$ cat config.mk
export PLATFORM = sky130hd
export DESIGN_NAME = partition_allocator_fit_coalesce_core
export DESIGN_NICKNAME = d
export VERILOG_FILES = /design/src/hw/rtl/pafc_pkg.sv /design/src/hw/rtl/pafc_cell.sv /design/src/hw/rtl/partition_allocator_fit_coalesce_core.sv
export SDC_FILE = /design/constraint.sdc
export NUM_CORES = 2
export LEC_CHECK = 0
export BUFFER_PORTS_ARGS = -buffer_cell sky130_fd_sc_hd__buf_2
export CORE_UTILIZATION = 47
export DETAILED_ROUTE_END_ITERATION = 7
export HOLD_SLACK_MARGIN = 0.15
export PLACE_DENSITY = 0.6
export SYNTH_ARGS = -nofsm -noshare
export SYNTH_HDL_FRONTEND = slang
export SYNTH_HIERARCHICAL = 1
export SYNTH_SLANG_ARGS = --single-unit
$ cat constraint.sdc
create_clock -name aclk -period 10.25 [get_ports aclk]
set_input_delay 3.075 -clock aclk [delete_from_list [all_inputs] [get_ports aclk]]
set_output_delay 3.075 -clock aclk [all_outputs]
set_load 0.05 [all_outputs]
$ cat src/hw/rtl/pafc_pkg.sv
// ----------------------------------------------------------------------------
// pafc_pkg
// Shared types and constants of the partition allocator.
// ----------------------------------------------------------------------------
package pafc_pkg;
    localparam int MEMORY_UNITS   = 1024;
    localparam int MAX_PARTITIONS = 16;
    localparam int AW             = 11;
    localparam int OW             = 8;
    localparam int CW             = $clog2(MAX_PARTITIONS + 1);
    localparam int IW             = $clog2(MAX_PARTITIONS);

    localparam logic [1:0] ST_OK         = 2'd0;
    localparam logic [1:0] ST_NO_FIT     = 2'd1;
    localparam logic [1:0] ST_NOT_FOUND  = 2'd2;
    localparam logic [1:0] ST_TABLE_FULL = 2'd3;

    localparam logic OP_ALLOC = 1'b0;
    localparam logic OP_FREE  = 1'b1;

    typedef struct packed {
        logic [AW-1:0] start;
        logic [AW-1:0] size;
        logic          busy;
        logic [OW-1:0] owner;
    } entry_t;

    // commands from the sequencer to every cell of the row
    localparam logic [1:0] CMD_HOLD  = 2'd0;
    localparam logic [1:0] CMD_SHUP  = 2'd1; // take left neighbor's entry
    localparam logic [1:0] CMD_SHDN  = 2'd2; // take right neighbor's entry
    localparam logic [1:0] CMD_WRITE = 2'd3;

    typedef struct packed {
        logic [1:0]    cmd;
        logic [IW-1:0] pos;     // shifts move cells above pos (down also pos)
        logic [IW-1:0] wr_idx;
        entry_t        wr_data;
    } row_ctl_t;
endpackage

$ cat src/hw/rtl/pafc_cell.sv
// ----------------------------------------------------------------------------
// pafc_cell
// One table entry; shifts to or from its neighbors or takes a write.
// ----------------------------------------------------------------------------
module pafc_cell
    import pafc_pkg::*;
(
    input  logic          aclk,
    input  logic          aresetn,
    input  logic [IW-1:0] my_idx,
    input  entry_t        rst_val,
    input  row_ctl_t      ctl,
    input  entry_t        left_in,
    input  entry_t        right_in,
    output entry_t        q
);
    entry_t ent_reg, ent_next;

    always_comb begin
        ent_next = ent_reg;
        case (ctl.cmd)
            CMD_SHUP:  if (my_idx > ctl.pos) ent_next = left_in;
            CMD_SHDN:  if (my_idx >= ctl.pos) ent_next = right_in;
            CMD_WRITE: if (my_idx == ctl.wr_idx) ent_next = ctl.wr_data;
            default:   ent_next = ent_reg;
        endcase
    end

    always_ff @(posedge aclk) begin
        if (!aresetn) begin
            ent_reg <= rst_val;
        end else begin
            ent_reg <= ent_next;
        end
    end

    assign q = ent_reg;
endmodule

$ cat src/hw/rtl/partition_allocator_fit_coalesce_core.sv
// ----------------------------------------------------------------------------
// partition_allocator_fit_coalesce_core
// Variable-partition allocator, first/best fit, coalescing on free.
// ----------------------------------------------------------------------------
// One request at a time. The table is a row of sixteen cells; a sequencer scans
// them one entry per cycle, then edits the row with whole-row shift and write
// steps (at most four). The result sits in an output register and the next
// request is taken once it has been delivered.
module partition_allocator_fit_coalesce_core
    import pafc_pkg::*;
(
    input  logic        aclk,
    input  logic        aresetn,
    input  logic        cfg_we,
    input  logic        cfg_wdata,
    input  logic        s_tvalid,
    output logic        s_tready,
    input  logic [23:0] s_tdata,   // opcode, owner_id[8], request_size[11], pad
    output logic        m_tvalid,
    input  logic        m_tready,
    output logic [31:0] m_tdata    // status[2], start[11], area_size[11],
                                   // partition_count[5], pad
);
    localparam logic [2:0] S_IDLE = 3'd0, S_SCAN = 3'd1, S_ED1 = 3'd2,
                           S_ED2 = 3'd3, S_ED3 = 3'd4, S_OUT = 3'd5,
                           S_ED4 = 3'd6;

    logic [2:0]    state_reg, state_next;
    logic          pol_reg;
    logic          op_reg;
    logic [OW-1:0] own_reg;
    logic [AW-1:0] req_reg;
    logic [CW-1:0] used_reg, used_next;
    logic [CW-1:0] i_reg;
    logic          fnd_reg;
    logic [IW-1:0] pick_reg;
    logic [AW-1:0] best_reg;
    logic [1:0]    st_reg;
    logic [AW-1:0] ad_reg, sz_reg;
    logic          mb_reg;   // merged with right neighbor

    entry_t   q [MAX_PARTITIONS];
    row_ctl_t ctl;
    entry_t   zero_e, init_e;

    assign zero_e = '0;
    assign init_e = '{start: AW'(1), size: AW'(MEMORY_UNITS), busy: 1'b0, owner: '0};

    for (genvar g = 0; g < MAX_PARTITIONS; g++) begin : g_row
        entry_t lft, rgt;
        if (g == 0) begin : g_l
            assign lft = zero_e;
        end else begin : g_l
            assign lft = q[g-1];
        end
        if (g == MAX_PARTITIONS - 1) begin : g_r
            assign rgt = zero_e;
        end else begin : g_r
            assign rgt = q[g+1];
        end
        pafc_cell u_cell (
            .aclk(aclk), .aresetn(aresetn), .my_idx(IW'(g)),
            .rst_val((g == 0) ? init_e : zero_e), .ctl(ctl),
            .left_in(lft), .right_in(rgt), .q(q[g])
        );
    end

    entry_t        e_i, e_p, e_pn, e_pp;
    logic [IW-1:0] ii, pn, pp;
    logic          cand, scan_done;
    logic          merge_r, ed1_fail;
    assign ii   = i_reg[IW-1:0];
    assign pn   = pick_reg + IW'(1);
    assign pp   = pick_reg - IW'(1);
    assign e_i  = q[ii];
    assign e_p  = q[pick_reg];
    assign e_pn = q[pn];
    assign e_pp = q[pp];
    assign cand = (op_reg == OP_ALLOC) ? (!e_i.busy && e_i.size >= req_reg)
                                       : (e_i.busy && e_i.owner == own_reg);
    // right neighbor inside the table and free
    assign merge_r = CW'(pn) < used_reg &&
                     {1'b0, pick_reg} != CW'(MAX_PARTITIONS - 1) && !e_pn.busy;
    assign ed1_fail = (op_reg == OP_ALLOC) ?
                      (!fnd_reg || req_reg == '0 ||
                       (e_p.size != req_reg && used_reg >= CW'(MAX_PARTITIONS))) :
                      !fnd_reg;

    assign s_tready = (state_reg == S_IDLE);
    assign m_tvalid = (state_reg == S_OUT);
    assign m_tdata  = {3'b0, used_reg, sz_reg, ad_reg, st_reg};

    always_comb begin
        state_next = state_reg;
        used_next  = used_reg;
        ctl        = '0;
        ctl.cmd    = CMD_HOLD;
        scan_done  = 1'b0;
        case (state_reg)
            S_IDLE: if (s_tvalid) state_next = S_SCAN;
            S_SCAN: begin
                if (i_reg >= used_reg ||
                    (cand && (op_reg == OP_FREE || !pol_reg))) begin
                    state_next = S_ED1;
                    scan_done  = 1'b1;
                end
            end
            S_ED1: begin
                state_next = S_OUT;
                if (op_reg == OP_ALLOC && fnd_reg && req_reg != '0) begin
                    if (e_p.size == req_reg) begin
                        ctl.cmd     = CMD_WRITE;
                        ctl.wr_idx  = pick_reg;
                        ctl.wr_data = '{start: e_p.start, size: req_reg,
                                        busy: 1'b1, owner: own_reg};
                    end else if (used_reg < CW'(MAX_PARTITIONS)) begin
                        ctl.cmd   = CMD_SHUP;
                        ctl.pos   = pick_reg;
                        used_next = used_reg + CW'(1);
                        state_next = S_ED2;
                    end
                end else if (op_reg == OP_FREE && fnd_reg) begin
                    ctl.cmd     = CMD_WRITE;
                    ctl.wr_idx  = pick_reg;
                    ctl.wr_data = '{start: e_p.start, size: e_p.size,
                                    busy: 1'b0, owner: '0};
                    if (merge_r)
                        ctl.wr_data.size = e_p.size + e_pn.size;
                    state_next = S_ED2;
                end
            end
            S_ED2: begin
                if (op_reg == OP_ALLOC) begin
                    // cell pick+1 now holds the free remainder
                    ctl.cmd     = CMD_WRITE;
                    ctl.wr_idx  = pn;
                    ctl.wr_data = '{start: e_pn.start + req_reg,
                                    size: e_pn.size - req_reg, busy: 1'b0, owner: '0};
                    state_next  = S_ED3;
                end else if (mb_reg) begin
                    ctl.cmd   = CMD_SHDN;
                    ctl.pos   = pn;
                    used_next = used_reg - CW'(1);
                    state_next = S_ED3;
                end else begin
                    state_next = S_ED3;
                end
            end
            S_ED3: begin
                state_next = S_OUT;
                if (op_reg == OP_ALLOC) begin
                    ctl.cmd     = CMD_WRITE;
                    ctl.wr_idx  = pick_reg;
                    ctl.wr_data = '{start: e_p.start, size: req_reg,
                                    busy: 1'b1, owner: own_reg};
                end else if (pick_reg != '0 && !e_pp.busy) begin
                    // cell pick holds the freed entry after any right merge
                    ctl.cmd     = CMD_WRITE;
                    ctl.wr_idx  = pp;
                    ctl.wr_data = '{start: e_pp.start, size: e_pp.size + e_p.size,
                                    busy: 1'b0, owner: '0};
                    state_next  = S_ED4;
                end
            end
            // left merge needs a shift after its write
            S_ED4: begin
                ctl.cmd    = CMD_SHDN;
                ctl.pos    = pick_reg;
                used_next  = used_reg - CW'(1);
                state_next = S_OUT;
            end
            S_OUT: begin
                if (m_tready) state_next = S_IDLE;
            end
            default: state_next = S_IDLE;
        endcase
    end

    always_ff @(posedge aclk) begin
        if (!aresetn) begin
            state_reg <= S_IDLE;
            pol_reg   <= 1'b1;
            used_reg  <= CW'(1);
        end else begin
            state_reg <= state_next;
            used_reg  <= used_next;
            if (cfg_we) pol_reg <= cfg_wdata;
        end
    end

    always_ff @(posedge aclk) begin
        case (state_reg)
            S_IDLE: begin
                op_reg  <= s_tdata[0];
                own_reg <= s_tdata[8:1];
                req_reg <= s_tdata[19:9];
                i_reg   <= '0;
                fnd_reg <= 1'b0;
            end
            S_SCAN: begin
                if (!scan_done) i_reg <= i_reg + CW'(1);
                if (i_reg < used_reg && cand &&
                    (!fnd_reg || op_reg == OP_FREE || (e_i.size - req_reg) < best_reg)) begin
                    fnd_reg  <= 1'b1;
                    pick_reg <= ii;
                    best_reg <= e_i.size - req_reg;
                end
                st_reg <= ST_OK;
            end
            S_ED1: begin
                ad_reg <= ed1_fail ? '0 : e_p.start;
                if (op_reg == OP_ALLOC) begin
                    sz_reg <= ed1_fail ? '0 : req_reg;
                    mb_reg <= 1'b0;
                    if (!fnd_reg || req_reg == '0) st_reg <= ST_NO_FIT;
                    else if (e_p.size != req_reg && used_reg >= CW'(MAX_PARTITIONS))
                        st_reg <= ST_TABLE_FULL;
                end else begin
                    sz_reg <= ed1_fail ? '0 : e_p.size;
                    mb_reg <= merge_r;
                    if (!fnd_reg) st_reg <= ST_NOT_FOUND;
                end
            end
            default: ;
        endcase
    end
endmodule

# Yosys cells after proc, flatten, opt, wreduce, memory -nomap -nowiden
# Cells that the tools add are included.
[totals]
reg_bits = 571
output_inout_bits = 34
inputBits = 30
wordCells = 407
[op_classes]
mux = 129
reduce_logical = 54
eq_ne = 88
n_lt_le_gt_ge = 43
add_sub_neg = 10
bitwise_logic = 5
[ops]
columns = ["operator", "count"]
rows = [
  ["31-bit 2-to-1 mux", 54],
  ["31-bit one-hot mux with 3 select lines", 16],
  ["31-bit binary-select mux with 4-bit select", 4],
  ["35-bit 2-to-1 mux", 6],
  ["35-bit one-hot mux with 3 select lines", 1],
  ["2-bit by 1-bit != test with 1-bit output (second input constant)", 49],
  ["4-bit AND reduction", 16],
  ["11-bit 2-to-1 mux", 4],
  ["20-bit 2-to-1 mux", 2],
  ["5-bit 2-to-1 mux", 7],
  ["11-bit adder", 3],
  ["4-bit equality test (first input constant)", 8],
  ["4-bit >= comparator (first input constant)", 8],
  ["4-bit greater-than comparator (first input constant)", 8],
  ["5-bit >= comparator (second input constant)", 5],
  ["2-bit 2-to-1 mux", 12],
  ["11-bit subtractor", 2],
  ["3-bit 2-to-1 mux", 7],
  ["3-bit one-hot mux with 7 select lines", 1],
  ["4-bit inverter with 5-bit output", 4],
  ["2-bit != test (second input constant)", 9],
  ["3-bit by 4-bit equality test with 1-bit output (first input constant)", 4],
  ["3-bit by 4-bit >= comparator with 1-bit output (first input constant)", 4],
  ["3-bit by 4-bit greater-than comparator with 1-bit output (first input constant)", 4],
  ["other kinds (49)", 91],
]

# Depth between registers and ports, before layout
[logic_depth]
depth_word = 14
mapped_depth = 28
ltp_nobuf = 21

# By module
# Netlist, hierarchy kept.
[modules_own_cells]
columns = ["mod", "cells_per_inst", "n_inst", "area_each_um2", "seq_area_each_um2"]
rows = [
  ["pafc_cell", 193, 16, 2149.6, 930.9],
  ["partition_allocator_fit_coalesce_core", 1534, 1, 17609.4, 2162.1],
]

# Least setup slack after synthesis
# No wires, ideal clock.
[synth_timing]
kind = "register to register"
start = "register i_reg[1]"
end = "register fnd_reg (enable)"
period_less_slack_ps = 7113
required_time_ps = 9949
arrival_ps = 6812
slack_ps = 3137
stages_incl_launch_ff = 23
n_path_buf = 4
setup_time_ps = 301
path_cell_list = "edfxtp_1 > clkbuf_1 > buf_1 > clkbuf_1 > clkbuf_1 > mux4_2 > mux4_2 > ha_1 > nor2b_1 > o21ai_0 > nand2b_1 > a31oi_1 > a211oi_1 > nand2_1 > nand2_1 > a21oi_1 > xnor2_1 > ha_1 > a211o_1 > or3_1 > a32o_1 > a211oi_1 > or2_2"
[synth_between]
elab_chain_len = 11
elab_cells_between_ends = 18
classes_between = "add/sub (1); order compare (3); eq/ne (2); mux (4); bitwise (1); reduce/logical (7)"
[synth_rtl]
columns = ["item", "line", "text"]
rows = [
  ["start, declared", "partition_allocator_fit_coalesce_core.sv:34", "logic [CW-1:0] i_reg;"],
  ["start signal, assigned", "partition_allocator_fit_coalesce_core.sv:201", "if (!scan_done) i_reg <= i_reg + CW'(1);"],
  ["branches (longest 8 deep; another with 11-bit subtractor)", "n/a", ""],
  ["1-bit logical AND *", "partition_allocator_fit_coalesce_core.sv:202", "if (i_reg < used_reg && cand &&"],
  ["2-bit != test (no line) *", "n/a", ""],
  ["2-bit AND reduction (no line) *", "n/a", ""],
  ["end signal, assigned", "partition_allocator_fit_coalesce_core.sv:198", "fnd_reg <= 1'b0;"],
  ["end signal, assigned", "partition_allocator_fit_coalesce_core.sv:204", "fnd_reg <= 1'b1;"],
  ["end, declared", "partition_allocator_fit_coalesce_core.sv:35", "logic fnd_reg;"],
]
# Every way passes the cells marked *. The select of a mux whose other input is x is not followed.
# A chain may end at the register's enable or synchronous reset.

==> summary.md <==
| Metric | Value |
|---|---|
| Status | finished, final reports clean |
| Layout cells sized above 1 | 0.227 |
| Die Ht | 335 um |
| Register bit total from synthesis | 571 |
| Worst r2r src | pick_reg[2] |
| Count of cell types in the netlist | 82 |
| WHS Endpoint | used_reg[3] |
| RSZ-0062 raised after global routing | false |
| CTS tree | built |
| Max reg flops | 496 |
| Post-DP HPWL | 90,100 um |
| Worst-path cell chain | buf_4, buf_4, mux4_2, mux2i_1, xnor2_1, nor3_1, nand4_1, a21boi_4, a21o_1, buf_4, nand2b_4, a221o_1, xor2_1, nor3_1, nand4_1, nand3_4, buf_4 |
| Die area | 112,000 um^2 |
| Nature of the critical path startpoint | register |
| Number of post-CTS setup repair buffers | 0 |
| DR iter-0 viols | 3,689 |
| Mapped Cells | 4,622 |
| Rows | 121 |
| Pre-CTS setup slack | 2.85 ns |
| Synthesized area per cell | 11.3 um^2 |
| Worst slew margin | 0.161 |
| Crit-path most repeated cell | buf_4 |
| Worst R2R End | g_row[15].u_cell/q[23] |
| Worst VDD drop | 132 uV |
| R2R depth | 17 |
| Final worst-path cycle share | 0.733 |
| Worst min-delay path category | reg2reg |
| Synth async-reset ratio | 0 |
| Crit path largest cell delay | 0.91 ns |
| Final wirelength | 151,000 um |
| Cell area power density | 194 nW/um^2 |
| Placer Congestion | 0.900 |
| Synthesis-to-finish area growth | 10.6% |
| H-tree level count | 3 |
| Largest fanout on the critical path | 36 |
| Final net count | 5,322 |
| # resized after CTS | 0 |
| Starting Density | 0.476 |
| Hold path startpoint | used_reg[3] |
| Mapped Area | 52,000 um^2 |
| Area contributors post-synth | edfxtp_1 (32%), mux4_2 (15%), mux2i_1 (12%) |
| Data required time of the worst path | 10.53 ns |
| Post-DRT Antenna Nets | 0 |
| Vias in the first global route | 37,100 |
| Clk slew on worst S/H paths | 0.06 ns |
| Setup TNS | 0 ns |
| MaxCap Viol Count | 0 |
| Clock buffer depth | 3 |
| Hold Buf Count CTS | 0 |
| Setup WS post-layout | 2.73 ns |
| Synth Warn # | 6 |
| Slew Viols, Final | 0 |
| PortBufs | 56 |
| Clock root buffer | clkbuf_16 |
| Delay-heaviest family, CP | buffers and inverters |
| Critical Path AT | 7.79 ns |
| Synth area leader | edfxtp_1 |
| FMAX | 0.133 GHz |
| Ys flop type | edfxtp_1 |
| Worst hold path cell count | 2 |
| Total grt overflow | 0 |
| Worst R2R Setup Slack | 2.73 ns |
| CTS Buf Count | 75 |
| Fill cell count | 9,917 |
| Core region area | 109,000 um^2 |
| Leak | 21.2 nW |
| Chip Width | 335 um |
| Minimum clock period | 7.52 ns |
| Pin count of the biggest net entering global routing | 266 |
| Post-synth EDFFs | 562 |
| Bufs and invs on worst path | 4 |
| Worst-margin pin slew | 1.26 ns |
| First-pass GRT wire length | 230,000 um |
| Remaining DRCs | 0 |
| Post-synth top area share | 0.325 |
| I/O Pins | 64 |
| Worst Setup End Kind | register |
| TritonCTS sink count | 571 |
| Critical path class | reg2reg |
| Worst-Skew Late Latency | 0.67 ns |
| Sequential-to-total area share from yosys stat | 0.328 |
| GRT Overall Usage | 0.267 |
| Via count | 38,800 |
| Worst Skew | 0.0338 ns |
| Endpoints failing setup | 0 |
| Wire length per cell | 22.5 um |
| CP max-delay cell | a221o_1 |
| Initial antenna violation count | 4 |
| Final hold violations | 0 |
| First-pass iteration count of the detailed router | 6 |
| Drt via density | 5.82 |
cells in the mapped netlist, types with 47 or more instances:
master	count
buf_2	128
o21ai_0	91
edfxtp_1	562
buf_4	61
inv_1	118
xor2_1	80
mux2_2	508
nand2_1	81
nor2_1	608
a21oi_1	575
ha_1	140
nor2b_1	47
mux4_2	342
clkbuf_1	96
mux2i_1	598
xnor2_1	56
nor3_1	51
metrics by stage:
step           hold slack, ns  utilization  instance area, um^2  cells  power, W
5_1_grt                 0.577        0.526                57500   6676    0.0118
3_3_place_gp            0.527        0.505                55200   6545   0.00847
6_report                0.560        0.526                57500   6677    0.0112
2_1_floorplan           0.434            -                54600   5309   0.00732
3_5_place_dp            0.533        0.505                55200   6545   0.00856
4_1_cts                 0.541        0.526                57500   6676    0.0112
kinds of logic (layout without fill, tap and decap cells):
| family | count (synthesis) | count (layout) | synth area share |
|---|---|---|---|
| fa+ha+maj | 146 | 146 | 0.0360 |
| simple gates | 940 | 940 | 0.0797 |
| other cells | 2 | 690 | 0.000144 |
| buf+inv | 501 | 392 | 0.0571 |
| compound gates | 844 | 844 | 0.0927 |
| flops | 571 | 571 | 0.328 |
| xor+xnor | 137 | 137 | 0.0234 |
| mux | 1481 | 1481 | 0.383 |
area by class of cell:
class / count / area [um^2] / share of cell area
sequential: 571 / 17100 / 0.296
timing repair buffer: 141 / 1020 / 0.0177
antenna: 1 / 2.50 / 0.0000435
inverter: 120 / 450 / 0.00783
clock inverter: 32 / 256 / 0.00446
clock buffer: 99 / 2030 / 0.0353
multi-input combinational: 4237 / 34900 / 0.606
tap: 1476 / 1850 / 0.0321
how the worst max path moves through the flow:
stage | startpoint | end | slack (ns) | cells past startpoint
6_report | pick_reg[2] | g_row[15].u_cell/q[23] | 2.73 | 17
4_1_cts | pick_reg[2] | g_row[9].u_cell/q[23] | 2.81 | 17
2_1_floorplan | i_reg[1] | fnd_reg | 3.14 | 22
3_3_place_gp | pick_reg[2] | g_row[11].u_cell/q[5] | 2.89 | 17
3_5_place_dp | pick_reg[0] | g_row[9].u_cell/q[5] | 2.85 | 16
5_1_grt | pick_reg[0] | g_row[15].u_cell/q[30] | 2.39 | 19
metal layers:
metal  part of all wire  global-route usage  up-vias
li1                   -                   -    18100
met1               0.44               0.373    19200
met2               0.46               0.426     1316
met3              0.069              0.0448      235
met4              0.030              0.0791        2
met5           0.000060                   0        -
power by group:
| group | switching (W) | leakage (nW) | internal (W) | total, W |
|---|---|---|---|---|
| combinational | 0.00277 | 14.5 | 0.00223 | 0.00500 |
| sequential | 0.000437 | 5.57 | 0.00316 | 0.00359 |
| clock | 0.00111 | 1.11 | 0.00146 | 0.00257 |
cell usage in the layout (no fill, tap or decap), drive strengths merged, types with 16 or more instances in the layout:
cell,Yosys,final
nor3,51,51
clkinv,0,24
nor2,610,610
o21ai,94,94
a211oi,38,38
mux2i,599,599
o32ai,16,16
nor3b,18,18
nand3,31,31
edfxtp,562,562
nand2,81,81
xor2,81,81
clkbuf,96,99
mux4,342,342
mux2,540,540
inv,120,124
conb,2,689
a21oi,575,575
buf,285,141
nand4,21,21
and4,16,16
nand2b,26,26
xnor2,56,56
nor2b,47,47
ha,140,140
worst reg2reg max path, stage by stage, from the launching register on:
cell      delay (ns)
edfxtp_1        0.34
buf_4           0.58
buf_4           0.57
mux4_2          0.58
mux2i_1         0.22
xnor2_1         0.09
nor3_1          0.49
nand4_1         0.34
a21boi_4        0.34
a21o_1          0.15
buf_4           0.45
nand2b_4        0.44
a221o_1         0.92
xor2_1          0.19
nor3_1          0.26
nand4_1         0.17
nand3_4         0.39
buf_4           0.60
Power figures use the tool's default switching activity.
